$ cat src/brms_pkg.sv
`timescale 1ns / 1ps
`default_nettype none
// ----------------------------------------------------------------------------
// brms_pkg
// Shared types and constants for the bend/return motion sequencer.
// ----------------------------------------------------------------------------
package brms_pkg;

    localparam int HOLD_W      = 24;   // hold counter width
    localparam int ANGLE_W     = 16;
    localparam int ACTION_W    = 2;
    localparam int REPEAT_W    = 16;
    localparam int CFG_HOLD_W  = 24;
    localparam int CFG_DATA_W  = 24;
    localparam int CFG_INDEX_W = 3;
    localparam int QUEUE_DEPTH = 4;
    localparam int QUEUE_PTR_W = $clog2(QUEUE_DEPTH);
    localparam int QUEUE_CNT_W = $clog2(QUEUE_DEPTH + 1);

    localparam logic [ACTION_W-1:0] ACT_TICK  = 2'd0;
    localparam logic [ACTION_W-1:0] ACT_START = 2'd1;
    localparam logic [ACTION_W-1:0] ACT_STOP  = 2'd2;

    localparam logic [CFG_INDEX_W-1:0] CFG_ANGLE_FIRST  = 3'd0;
    localparam logic [CFG_INDEX_W-1:0] CFG_ANGLE_SECOND = 3'd1;
    localparam logic [CFG_INDEX_W-1:0] CFG_BEND_SENSE   = 3'd2;
    localparam logic [CFG_INDEX_W-1:0] CFG_BEND_HOLD    = 3'd3;
    localparam logic [CFG_INDEX_W-1:0] CFG_RETURN_HOLD  = 3'd4;
    localparam logic [CFG_INDEX_W-1:0] CFG_REPEAT_LIMIT = 3'd5;

    localparam logic [ANGLE_W-1:0]    RST_ANGLE = 16'd2500;
    localparam logic [CFG_HOLD_W-1:0] RST_HOLD  = 24'd1000;

    localparam logic MOTOR_FIRST  = 1'b0;
    localparam logic MOTOR_SECOND = 1'b1;
    localparam logic DIR_RETURN   = 1'b0;

    typedef enum logic [2:0] {
        PH_IDLE        = 3'd0,
        PH_DOWN        = 3'd1,
        PH_UP          = 3'd2,
        PH_DOWN_HOLD   = 3'd3,
        PH_UP_HOLD     = 3'd4,
        PH_RETURN      = 3'd5,
        PH_RETURN_HOLD = 3'd6
    } phase_t;

    typedef struct packed {
        logic [ANGLE_W-1:0]    angle_first;
        logic [ANGLE_W-1:0]    angle_second;
        logic                  bend_sense;
        logic [CFG_HOLD_W-1:0] bend_hold;
        logic [CFG_HOLD_W-1:0] return_hold;
        logic [REPEAT_W-1:0]   repeat_limit;
    } cfg_t;

    typedef struct packed {
        logic               motor_index;
        logic               move_direction;
        logic [ANGLE_W-1:0] target_angle;
        logic               last;
        logic               running;
    } res_t;

    // Results caused by one request: count 0..2, first two entries used.
    typedef struct packed {
        logic [1:0] count;
        res_t       res0;
        res_t       res1;
    } push_t;

endpackage

`default_nettype wire

$ cat src/brms_if.sv
`timescale 1ns / 1ps
`default_nettype none
// ----------------------------------------------------------------------------
// brms_in_if / brms_out_if
// Valid/ready channels for requests and motor commands.
// ----------------------------------------------------------------------------
interface brms_in_if;
    logic       valid;
    logic       ready;
    logic [1:0] action;
    logic       motion_done;

    modport source (output valid, output action, output motion_done, input ready);
    modport sink   (input valid, input action, input motion_done, output ready);
endinterface

interface brms_out_if;
    logic        valid;
    logic        ready;
    logic        motor_index;
    logic        move_direction;
    logic [15:0] target_angle;
    logic        last;
    logic        running;

    modport source (output valid, output motor_index, output move_direction,
                    output target_angle, output last, output running, input ready);
    modport sink   (input valid, input motor_index, input move_direction,
                    input target_angle, input last, input running, output ready);
endinterface

`default_nettype wire

$ cat src/brms_cfg_regs.sv
`timescale 1ns / 1ps
`default_nettype none
// ----------------------------------------------------------------------------
// brms_cfg_regs
// Configuration register file, write only, indexed writes.
// ----------------------------------------------------------------------------
module brms_cfg_regs (
    input  wire logic                            clk,
    input  wire logic                            rst_n,
    input  wire logic                            cfg_we,
    input  wire logic [brms_pkg::CFG_INDEX_W-1:0] cfg_index,
    input  wire logic [brms_pkg::CFG_DATA_W-1:0]  cfg_data,
    output brms_pkg::cfg_t                       cfg
);
    import brms_pkg::*;

    cfg_t cfg_reg;

    always_ff @(posedge clk or negedge rst_n)
    begin
        if (!rst_n)
        begin
            cfg_reg.angle_first  <= RST_ANGLE;
            cfg_reg.angle_second <= RST_ANGLE;
            cfg_reg.bend_sense   <= 1'b0;
            cfg_reg.bend_hold    <= RST_HOLD;
            cfg_reg.return_hold  <= RST_HOLD;
            cfg_reg.repeat_limit <= '0;
        end
        else if (cfg_we)
        begin
            case (cfg_index)
                CFG_ANGLE_FIRST:  cfg_reg.angle_first  <= cfg_data[ANGLE_W-1:0];
                CFG_ANGLE_SECOND: cfg_reg.angle_second <= cfg_data[ANGLE_W-1:0];
                CFG_BEND_SENSE:   cfg_reg.bend_sense   <= cfg_data[0];
                CFG_BEND_HOLD:    cfg_reg.bend_hold    <= cfg_data[CFG_HOLD_W-1:0];
                CFG_RETURN_HOLD:  cfg_reg.return_hold  <= cfg_data[CFG_HOLD_W-1:0];
                CFG_REPEAT_LIMIT: cfg_reg.repeat_limit <= cfg_data[REPEAT_W-1:0];
                default: ;
            endcase
        end
    end

    assign cfg = cfg_reg;

endmodule

`default_nettype wire

$ cat src/brms_step.sv
`timescale 1ns / 1ps
`default_nettype none
// ----------------------------------------------------------------------------
// brms_step
// Sequencer state and the per-request update producing up to two commands.
// ----------------------------------------------------------------------------
module brms_step (
    input  wire logic                          clk,
    input  wire logic                          rst_n,
    input  wire logic                          accept,
    input  wire logic [brms_pkg::ACTION_W-1:0] action,
    input  wire logic                          motion_done,
    input  wire brms_pkg::cfg_t                cfg,
    output brms_pkg::push_t                    push
);
    import brms_pkg::*;

    phase_t              phase_reg, phase_next;
    logic [HOLD_W-1:0]   hold_reg, hold_next;
    logic [REPEAT_W-1:0] returns_reg, returns_next;
    logic                down_last_reg, down_last_next;

    logic [HOLD_W-1:0]   bend_hold_ld;
    logic [HOLD_W-1:0]   return_hold_ld;
    logic [REPEAT_W-1:0] returns_inc;
    logic                return_end;
    logic [1:0]          count;
    res_t                res0, res1;

    assign bend_hold_ld   = HOLD_W'(cfg.bend_hold);
    assign return_hold_ld = HOLD_W'(cfg.return_hold);
    assign returns_inc    = (returns_reg == '1) ? returns_reg : returns_reg + 1'b1;

    always_comb
    begin
        phase_next     = phase_reg;
        hold_next      = hold_reg;
        returns_next   = returns_reg;
        down_last_next = down_last_reg;
        return_end     = 1'b0;
        count          = 2'd0;
        res0           = '{MOTOR_FIRST, DIR_RETURN, '0, 1'b0, 1'b0};
        res1           = '{MOTOR_SECOND, DIR_RETURN, '0, 1'b0, 1'b0};

        case (action)
            ACT_START:
            begin
                phase_next     = PH_DOWN;
                hold_next      = '0;
                returns_next   = '0;
                down_last_next = 1'b1;
                count          = 2'd1;
                res0           = '{MOTOR_FIRST, cfg.bend_sense, cfg.angle_first, 1'b0, 1'b0};
            end
            ACT_STOP:
            begin
                phase_next   = PH_IDLE;
                hold_next    = '0;
                returns_next = '0;
                count        = 2'd2;
            end
            ACT_TICK:
            begin
                case (phase_reg)
                    PH_IDLE: ;
                    PH_DOWN, PH_UP:
                    begin
                        if (motion_done)
                        begin
                            hold_next = bend_hold_ld;
                            if (bend_hold_ld != '0)
                                phase_next = (phase_reg == PH_DOWN) ? PH_DOWN_HOLD : PH_UP_HOLD;
                            else
                            begin
                                phase_next = PH_RETURN;
                                count      = 2'd2;
                            end
                        end
                    end
                    PH_DOWN_HOLD, PH_UP_HOLD:
                    begin
                        if (hold_reg != '0)
                            hold_next = hold_reg - 1'b1;
                        else
                        begin
                            phase_next = PH_RETURN;
                            count      = 2'd2;
                        end
                    end
                    PH_RETURN:
                    begin
                        if (motion_done)
                        begin
                            hold_next = return_hold_ld;
                            if (return_hold_ld != '0)
                                phase_next = PH_RETURN_HOLD;
                            else
                                return_end = 1'b1;
                        end
                    end
                    PH_RETURN_HOLD:
                    begin
                        if (hold_reg != '0)
                            hold_next = hold_reg - 1'b1;
                        else
                            return_end = 1'b1;
                    end
                    default: phase_next = PH_IDLE;
                endcase

                if (return_end)
                begin
                    returns_next = returns_inc;
                    if (cfg.repeat_limit != '0 && returns_inc >= cfg.repeat_limit)
                        phase_next = PH_IDLE;
                    else if (down_last_reg)
                    begin
                        down_last_next = 1'b0;
                        phase_next     = PH_UP;
                        count          = 2'd1;
                        res0 = '{MOTOR_SECOND, cfg.bend_sense, cfg.angle_second, 1'b0, 1'b0};
                    end
                    else
                    begin
                        down_last_next = 1'b1;
                        phase_next     = PH_DOWN;
                        count          = 2'd1;
                        res0 = '{MOTOR_FIRST, cfg.bend_sense, cfg.angle_first, 1'b0, 1'b0};
                    end
                end
            end
            default: ;
        endcase

        // last marks the final command of this request
        res0.last    = (count == 2'd1);
        res1.last    = 1'b1;
        res0.running = (phase_next != PH_IDLE);
        res1.running = (phase_next != PH_IDLE);
    end

    always_ff @(posedge clk or negedge rst_n)
    begin
        if (!rst_n)
        begin
            phase_reg     <= PH_IDLE;
            hold_reg      <= '0;
            returns_reg   <= '0;
            down_last_reg <= 1'b1;
        end
        else if (accept)
        begin
            phase_reg     <= phase_next;
            hold_reg      <= hold_next;
            returns_reg   <= returns_next;
            down_last_reg <= down_last_next;
        end
    end

    assign push.count = accept ? count : 2'd0;
    assign push.res0  = res0;
    assign push.res1  = res1;

endmodule

`default_nettype wire

$ cat src/brms_res_queue.sv
`timescale 1ns / 1ps
`default_nettype none
// ----------------------------------------------------------------------------
// brms_res_queue
// Small result queue taking up to two commands a cycle, releasing one while out_ready is high.
// ----------------------------------------------------------------------------
module brms_res_queue (
    input  wire logic            clk,
    input  wire logic            rst_n,
    input  wire brms_pkg::push_t push,
    output logic                 space,
    output logic                 out_valid,
    input  wire logic            out_ready,
    output brms_pkg::res_t       out_res
);
    import brms_pkg::*;

    res_t                   entry_reg [QUEUE_DEPTH];
    logic [QUEUE_PTR_W-1:0] wr_ptr_reg, wr_ptr_next;
    logic [QUEUE_PTR_W-1:0] rd_ptr_reg, rd_ptr_next;
    logic [QUEUE_CNT_W-1:0] count_reg, count_next;
    logic [QUEUE_PTR_W-1:0] wr_ptr_plus1;
    logic                   pop;

    assign pop          = out_valid && out_ready;
    assign wr_ptr_plus1 = wr_ptr_reg + 1'b1;
    assign wr_ptr_next  = wr_ptr_reg + QUEUE_PTR_W'(push.count);
    assign rd_ptr_next  = rd_ptr_reg + QUEUE_PTR_W'(pop);
    assign count_next   = count_reg + QUEUE_CNT_W'(push.count) - QUEUE_CNT_W'(pop);

    // room for the worst case of two commands
    assign space     = (count_reg <= QUEUE_CNT_W'(QUEUE_DEPTH - 2));
    assign out_valid = (count_reg != '0);
    assign out_res   = entry_reg[rd_ptr_reg];

    always_ff @(posedge clk or negedge rst_n)
    begin
        if (!rst_n)
        begin
            wr_ptr_reg <= '0;
            rd_ptr_reg <= '0;
            count_reg  <= '0;
        end
        else
        begin
            wr_ptr_reg <= wr_ptr_next;
            rd_ptr_reg <= rd_ptr_next;
            count_reg  <= count_next;
        end
    end

    always_ff @(posedge clk)
    begin
        if (push.count != 2'd0)
            entry_reg[wr_ptr_reg] <= push.res0;
        if (push.count == 2'd2)
            entry_reg[wr_ptr_plus1] <= push.res1;
    end

endmodule

`default_nettype wire

$ cat src/bend_return_motion_sequencer.sv
`timescale 1ns / 1ps
`default_nettype none
// ----------------------------------------------------------------------------
// bend_return_motion_sequencer
// Sequences two joint motors through bend, hold, return and hold phases.
// ----------------------------------------------------------------------------
// Commands of an accepted request are registered into the result queue and leave
// after older queued ones. Requests are taken one per cycle while the queue has
// room for two; the four-entry result queue sets how far requests run ahead.
// Reset: asynchronous, clears sequencer state, queue and registers at once.
module bend_return_motion_sequencer (
    input  wire logic                             clk,
    input  wire logic                             rst_n,
    input  wire logic                             cfg_we,
    input  wire logic [brms_pkg::CFG_INDEX_W-1:0] cfg_index,
    input  wire logic [brms_pkg::CFG_DATA_W-1:0]  cfg_data,
    brms_in_if.sink                               request,
    brms_out_if.source                            result
);
    import brms_pkg::*;

    cfg_t  cfg;
    push_t push;
    res_t  out_res;
    logic  space;
    logic  accept;

    assign request.ready = space;
    assign accept        = request.valid && space;

    brms_cfg_regs u_cfg (
        .clk       (clk),
        .rst_n     (rst_n),
        .cfg_we    (cfg_we),
        .cfg_index (cfg_index),
        .cfg_data  (cfg_data),
        .cfg       (cfg)
    );

    brms_step u_step (
        .clk         (clk),
        .rst_n       (rst_n),
        .accept      (accept),
        .action      (request.action),
        .motion_done (request.motion_done),
        .cfg         (cfg),
        .push        (push)
    );

    brms_res_queue u_queue (
        .clk       (clk),
        .rst_n     (rst_n),
        .push      (push),
        .space     (space),
        .out_valid (result.valid),
        .out_ready (result.ready),
        .out_res   (out_res)
    );

    assign result.motor_index    = out_res.motor_index;
    assign result.move_direction = out_res.move_direction;
    assign result.target_angle   = out_res.target_angle;
    assign result.last           = out_res.last;
    assign result.running        = out_res.running;

endmodule

`default_nettype wire

$ cat src/flat_wrapper.sv
// flat-port wrapper written by rule: the top's interface ports become plain ports
module bend_return_motion_sequencer_flat import brms_pkg::*;
  (clk, rst_n, cfg_we, cfg_index, cfg_data, request_valid, request_action, request_motion_done, request_ready, result_valid, result_motor_index, result_move_direction, result_target_angle, result_last, result_running, result_ready);
  brms_in_if request_i ();
  brms_out_if result_i ();
  input  wire logic clk;
  input  wire logic rst_n;
  input  wire logic cfg_we;
  input  wire logic [brms_pkg::CFG_INDEX_W-1:0] cfg_index;
  input  wire logic [brms_pkg::CFG_DATA_W-1:0] cfg_data;
  input wire logic [$bits(request_i.valid)-1:0] request_valid;
  input wire logic [$bits(request_i.action)-1:0] request_action;
  input wire logic [$bits(request_i.motion_done)-1:0] request_motion_done;
  output wire logic [$bits(request_i.ready)-1:0] request_ready;
  output wire logic [$bits(result_i.valid)-1:0] result_valid;
  output wire logic [$bits(result_i.motor_index)-1:0] result_motor_index;
  output wire logic [$bits(result_i.move_direction)-1:0] result_move_direction;
  output wire logic [$bits(result_i.target_angle)-1:0] result_target_angle;
  output wire logic [$bits(result_i.last)-1:0] result_last;
  output wire logic [$bits(result_i.running)-1:0] result_running;
  input wire logic [$bits(result_i.ready)-1:0] result_ready;
  assign request_i.valid = request_valid;
  assign request_i.action = request_action;
  assign request_i.motion_done = request_motion_done;
  assign request_ready = request_i.ready;
  assign result_valid = result_i.valid;
  assign result_motor_index = result_i.motor_index;
  assign result_move_direction = result_i.move_direction;
  assign result_target_angle = result_i.target_angle;
  assign result_last = result_i.last;
  assign result_running = result_i.running;
  assign result_i.ready = result_ready;
  bend_return_motion_sequencer u_core (.clk(clk), .rst_n(rst_n), .cfg_we(cfg_we), .cfg_index(cfg_index), .cfg_data(cfg_data), .request(request_i), .result(result_i));
endmodule
$ cat config.mk
export PLATFORM = sky130hd
export DESIGN_NAME = bend_return_motion_sequencer_flat
export DESIGN_NICKNAME = d
export VERILOG_FILES = /design/src/brms_pkg.sv /design/src/brms_if.sv /design/src/brms_cfg_regs.sv /design/src/brms_step.sv /design/src/brms_res_queue.sv /design/src/bend_return_motion_sequencer.sv /design/src/flat_wrapper.sv
export SDC_FILE = /design/constraint.sdc
export NUM_CORES = 1
export LEC_CHECK = 0
export ABC_CLOCK_PERIOD_IN_PS = 4900
export BUFFER_PORTS_ARGS = -buffer_cell sky130_fd_sc_hd__buf_2
export CELL_PAD_IN_SITES_DETAIL_PLACEMENT = 1
export CELL_PAD_IN_SITES_GLOBAL_PLACEMENT = 1
export CORE_UTILIZATION = 49
export DETAILED_ROUTE_END_ITERATION = 7
export GPL_TIMING_DRIVEN = 0
export HOLD_SLACK_MARGIN = 0.02
export PLACE_DENSITY_LB_ADDON = 0.12
export SLEW_MARGIN = 25
export SYNTH_ARGS = -nofsm -noshare
export SYNTH_HDL_FRONTEND = slang
export SYNTH_SLANG_ARGS = --single-unit
$ cat constraint.sdc
create_clock -name clk -period 4.9 [get_ports clk]
set_input_delay 0.49 -clock clk [delete_from_list [all_inputs] [get_ports clk]]
set_output_delay 0.49 -clock clk [all_outputs]
set_load 0.02 [all_outputs]
Yosys cells after proc, flatten, opt, wreduce, memory -nomap -nowiden:

Memory sizes are Yosys's and may differ from the RTL's.
Index checks and enable logic that the tools add are counted.
W data, S select, Z words.

* register bits after elaboration: 148
* logic and storage cells: 118
* memories kept: 1
* bits in writable memories: 80

* add/sub/neg operators: 7
* equality and inequality tests: 22
* magnitude comparators: 2
* reduce and logical (&&, ||, !) cells: 29
* muxes and demuxes: 44

Memories
* u_core.u_queue.entry_reg: words 4, bits a word 20, rd ports 1, clocked after memory_dff 0, write ports 2, RTL line brms_res_queue.sv:18 `res_t entry_reg [QUEUE_DEPTH];`

Operators by type and width (count)
* $mux W24: 3
* $pmux W24 S3: 1
* $reduce_bool A24 Y1: 3
* $mux W20: 3
* $pmux W24 S2: 1
* $pmux W20 S2: 1
* $mux W16: 2
* $pmux W16 S2: 1
* $sub A24 B1 Y24 const B: 1
* $mux W3: 7
* $add A16 B1 Y16 const B: 1
* $eq A16 B16 Y1 const B: 1
* $ge A16 B16 Y1: 1
* $mux W2: 8
* $reduce_bool A16 Y1: 1
* $eq A3 B3 Y1 const B: 5
* $eq A3 B2 Y1 const B: 4
* $pmux W3 S4: 1
* $reduce_and A2 Y1: 6
* $mux W1: 11
* $ne A3 B3 Y1 const B: 3
* $pmux W3 S3: 1
* $reduce_or A2 Y1: 4
* $eq A3 B1 Y1 const B: 2
* 22 further kinds: 32

Longest topological paths before layout:

* depth after elaboration: 11
* depth in mapped cells: 20
* gate-level depth less buffers: 17

Cells and area by module:

From an unflattened synthesis, not the netlist that was laid out.

* cell total of the unflattened synthesis: 978
* area total of the unflattened synthesis: 12436.9 µm²

By module, submodules not included
* brms_res_queue: area an instance 4448.0 µm², seq. area each 2577.5 µm², instances 1, cells an instance 233
* brms_step: area an instance 4235.3 µm², seq. area each 1102.3 µm², instances 1, cells an instance 534
* brms_cfg_regs: area an instance 3747.3 µm², seq. area each 2454.9 µm², instances 1, cells an instance 210
* bend_return_motion_sequencer: area an instance 6.3 µm², seq. area each 0.0 µm², instances 1, cells an instance 1

Worst setup path after synthesis:

Ideal clock, no wire load.

* path type: register -> register
* from: register u_core.u_step.returns_reg[3]
* to: register u_core.u_queue.count_reg[1]
* period minus slack after synthesis: 4.204 ns
* stages on the path, launching flop included: 20
* arrival time: 4.069 ns
* path buffers: 3
* setup slack: 0.696 ns
* path through: dfrtp_1 -> and3_1 -> nand4_1 -> or3_1 -> clkbuf_1 -> and3_1 -> nand2_1 -> xnor2_1 -> ha_1 -> nand3_1 -> nand2_1 -> a21o_1 -> o211a_1 -> nor4_2 -> buf_2 -> buf_2 -> nand2_1 -> a21oi_1 -> ha_1 -> fa_1

* cells in the longest elaborated chain, start to end: 10
* elaborated cells between the ends (all ways): 11
* classes of those cells: add/sub (3); order compare (1); eq/ne (1); mux (5); reduce/logical (1)

RTL lines
* from (decl): RTL line brms_step.sv:20 `logic [REPEAT_W-1:0] returns_reg, returns_next;`
* from (signal assigned): RTL line brms_step.sv:155 `returns_reg <= returns_next;`
* $add A16 B1 Y16 / $eq A16 B16 Y1 (equally long branches): RTL line brms_step.sv:32 `assign returns_inc = (returns_reg == '1) ? returns_reg : returns_reg + 1'b1;`
* $mux W16 *: RTL line brms_step.sv:32
* $ge A16 B16 Y1 *: RTL line brms_step.sv:114 `if (cfg.repeat_limit != '0 && returns_inc >= cfg.repeat_limit)`
* $logic_and A1 B1 Y1 *: RTL line brms_step.sv:114
* $mux W2 *: RTL line brms_step.sv:114
* $mux W2 *: RTL line brms_step.sv:111 `if (return_end)`
* $pmux W2 S3 *: RTL line brms_step.sv:45 `case (action)`
* $mux W2 *: RTL line brms_step.sv:160 `assign push.count = accept ? count : 2'd0;`
* $add A3 B2 Y3 *: RTL line brms_res_queue.sv:29 `assign count_next = count_reg + QUEUE_CNT_W'(push.count) - QUEUE_CNT_W'(pop);`
* $sub A3 B1 Y3 *: RTL line brms_res_queue.sv:29
* named net u_core.u_queue.count_next[1]: RTL line brms_res_queue.sv:21 `logic [QUEUE_CNT_W-1:0] count_reg, count_next;`
* to (signal assigned): RTL line brms_res_queue.sv:48 `count_reg <= count_next;`
* to (decl): RTL line brms_res_queue.sv:21

The timed path passes the listed nets; every way through them passes the cells marked *.
A chain may end at the register's enable or synchronous reset.

==> metrics.md <==
| Metric | Value |
|---|---|
| Crit-path cells | `and3_2 -> nand4_1 -> or3_1 -> clkbuf_1 -> and3_1 -> nand4_1 -> xnor2_1 -> ha_1 -> nand4_1 -> a31oi_2 -> o211a_1 -> nor4_4 -> buf_4 -> or4b_1 -> buf_2 -> nor2_2 -> buf_4 -> or2_2` |
| Die Height | `155 microns` |
| # rows | `55` |
| Sequential cell area fraction in the yosys report | `0.471` |
| Rel. slew slack | `0.297` |
| Core Region | `0.0227 sq mm` |
| Average cell area after synthesis | `10.4 sq um` |
| Setup crit start kind | `flop` |
| Pin count of the biggest net entering global routing | `79` |
| Via density | `6.23` |
| VDD IR max | `0.388 mV` |
| Post-synth top area cell | `dfrtp_1` |
| CTS root buf | `clkbuf_16` |
| DRC violations left | `0` |
| Share of synthesized registers carrying an async set or reset | `0.649` |
| Fin Setup TNS | `0 ns` |
| Critical Path Sink Type | `flop` |
| Tot Pwr | `7.73 mW` |
| Worst reg2reg path depth | `18` |
| Clock Sinks | `228` |
| Crit-path max cell delay | `0.48 ns` |
| Final core area utilization | `0.574` |
| Cell-internal power | `4.86 mW` |
| Setup slack after layout | `0.210 ns` |
| Max frequency | `213 MHz` |
| Post-DP HPWL | `24000 microns` |
| Slew Limit Fails | `0` |
| Grt ovf | `0` |
| Clk_lat worst skew | `0.55 ns` |
| Worst EP arrival | `4.95 ns` |
| Wire per inst | `23.0 microns` |
| CP dominant cell by count | `nand4_1` |
| Area of the multi-input gates | `0.00563 sq mm` |
| Final net count | `1242` |
| Total Wirelength | `34200 microns` |
| Final Cycle Share | `0.957` |
| CTS tree | `yes` |
| Tot GR Track Use | `0.294` |
| # setup viols final | `0` |
| Final ANT Viol Nets | `0` |
| Fill cells | `2489` |
| Hold Path Class | `input pin to flop` |
| CP Max Fanout | `10` |
| RSZ-0062 raised after global routing | `yes` |
| Worst path slowest cell | `or4b_1` |
| Initial Util | `0.502` |
| Netlist Area Pre-Place | `0.0114 sq mm` |
| Max reg flops | `97` |
| Vias in the first global route | `9677` |
| Comb power frac | `0.369` |
| Crit path kind | `flop to flop` |
| Final Skew | `0.0216 ns` |
| Final GP Congestion | `0.872` |
| IO buf count | `54` |
| Clock transition at path regs | `0.06 ns` |
| Initial DRC count | `534` |
| Ranking of synthesized cells by area | `dfrtp_1 27%, dfxtp_1 13%, mux2_2 9.8%` |
| Leakage | `5.32 nW` |
| Net Count, Synth | `1155` |
| Most frequent cell after synthesis | `dfrtp_1` |
| Synth unique cells | `66` |
| WHS Path Cells | `2` |
| Outcome | `finished clean` |
| Synth Register Bits | `228` |
| Inserted Clock Buffers | `26` |
| Tmin final | `4.69 ns` |
| H-tree depth | `1` |
| Crit path depth | `18` |
| Number of inserted diodes | `0` |
| Seq pwr share | `0.379` |
| Max_cap viols | `0` |
| EDFF count, synth | `4` |
| Syn. warnings | `0` |
| Share of cells above drive strength 1 | `0.243` |
| Clk pwr share | `0.251` |
| Detailed Routing Iterations Pass 1 | `5` |
| Placement Setup Slack | `-0.226 ns` |
| Worst path top cell family by delay | `simple AND/OR/NAND/NOR gates` |
| Via Count | `9248` |
| Die area | `0.0239 sq mm` |
| P_sw | `2.87 mW` |
| Fin. Hold Viols | `0` |
| Req. time, crit path | `5.16 ns` |
| Top FF cell, synth | `dfrtp_1` |
| Cells after synthesis | `1093` |
| First-pass GRT wire length | `54900 microns` |
| Synth cell count leaders | `125 x dfrtp_1, 114 x nor2_1, 99 x mux2_2` |
| Buf/Inv on CP | `4` |
| Yosys top cell area share | `0.274` |
| Io pins | `57` |
| Die W | `155 microns` |
| Area Overhead vs Synth | `14.2%` |
| PwrDens | `593 mW/mm^2` |
| Sw Ratio | `0.371` |
| Worst-Margin Slew | `1.05 ns` |
| Max Buffers Root-to-Sink | `3` |
| Initial antenna violation count | `0` |
| FF/Latch Area | `0.00538 sq mm` |
-- routing by layer --
layer / vias to the layer above / routed length, microns / track usage
met2: 240 / 15700 / 0.468
met5: - / 0 / 0
li1: 4224 / - / -
met3: 48 / 1630 / 0.0398
met1: 4736 / 16200 / 0.426
met4: 0 / 626 / 0.0669
-- layout make-up --
class / count / area share
flip-flops and latches: 228 / 0.413
repair buffers: 61 / 0.0273
clock buffers: 44 / 0.0623
inverters: 35 / 0.0101
plain buffers: 66 / 0.0242
well taps: 285 / 0.0274
multi-input cells: 762 / 0.432
clock inverters: 4 / 0.00355
-- metrics by stage --
step | instances | area, sq um | hold slack, ns
after floorplan | 1093 | 11400 | 0.194
after global placement | 1432 | 12000 | 0.458
after detailed placement | 1433 | 12100 | 0.466
after CTS | 1483 | 13000 | 0.165
after global routing | 1485 | 13000 | 0.177
final | 1485 | 13000 | 0.183
-- power groups by stage --
stage	combinational, mW	clock [mW]	sequential [mW]
after floorplan	2.12	0	2.79
after global placement	2.73	0	2.91
after detailed placement	2.82	0	2.94
after CTS	2.84	1.98	2.92
after global routing	3.14	2.05	2.99
final	2.86	1.94	2.93
-- path summary, 6_finish.rpt --
path,from,end,slack (ns)
max,u_core.u_step.returns_reg[3],u_core.u_queue.entry_reg[3][0],0.21
min,cfg_data[16],u_core.u_cfg.cfg[56],0.18
max reg2reg,u_core.u_step.returns_reg[3],u_core.u_queue.entry_reg[3][0],0.21
min reg2reg,u_core.u_queue.entry_reg[2][1],u_core.u_queue.entry_reg[2][1],0.49
max in group asynchronous,rst_n,u_core.u_cfg.cfg[25],3.55
min in group asynchronous,rst_n,u_core.u_step.returns_reg[12],0.49
-- cells in the final DEF (no fill, tap or decap), types with 17 or more instances in the layout --
cell type    n
a211oi_1    65
a21oi_1     23
buf_2       66
clkbuf_1    47
clkbuf_16   29
dfrtp_1    124
dfstp_2     23
dfxtp_1     76
ha_1        26
inv_1       34
mux2_2      99
mux4_2      20
nand2_1     80
nand3_1     23
nor2_1     112
nor3_1      17
nor4_1      25
o21ai_0     56
o31ai_1     19
xnor2_1     22
-- timing repair --
action / 4_1_cts / 5_1_grt
buffers inserted: 1 / 4
hold buffers: 1 / 0
pin swaps: 2 / 1
resized for setup: 3 / 15
setup endpoints to repair: 3 / 64
hold endpoints to repair: 59 / 0
-- logic make-up after synthesis --
group | share of synthesized area
xor gates and xnor gates | 0.0200
AOI/OAI and AO/OA | 0.153
adders and majority gates | 0.0303
DFF | 0.471
muxes | 0.144
buffers and inverters | 0.0389
and+or+nand+nor | 0.142
No activity file was read; power rests on OpenSTA's default activity.
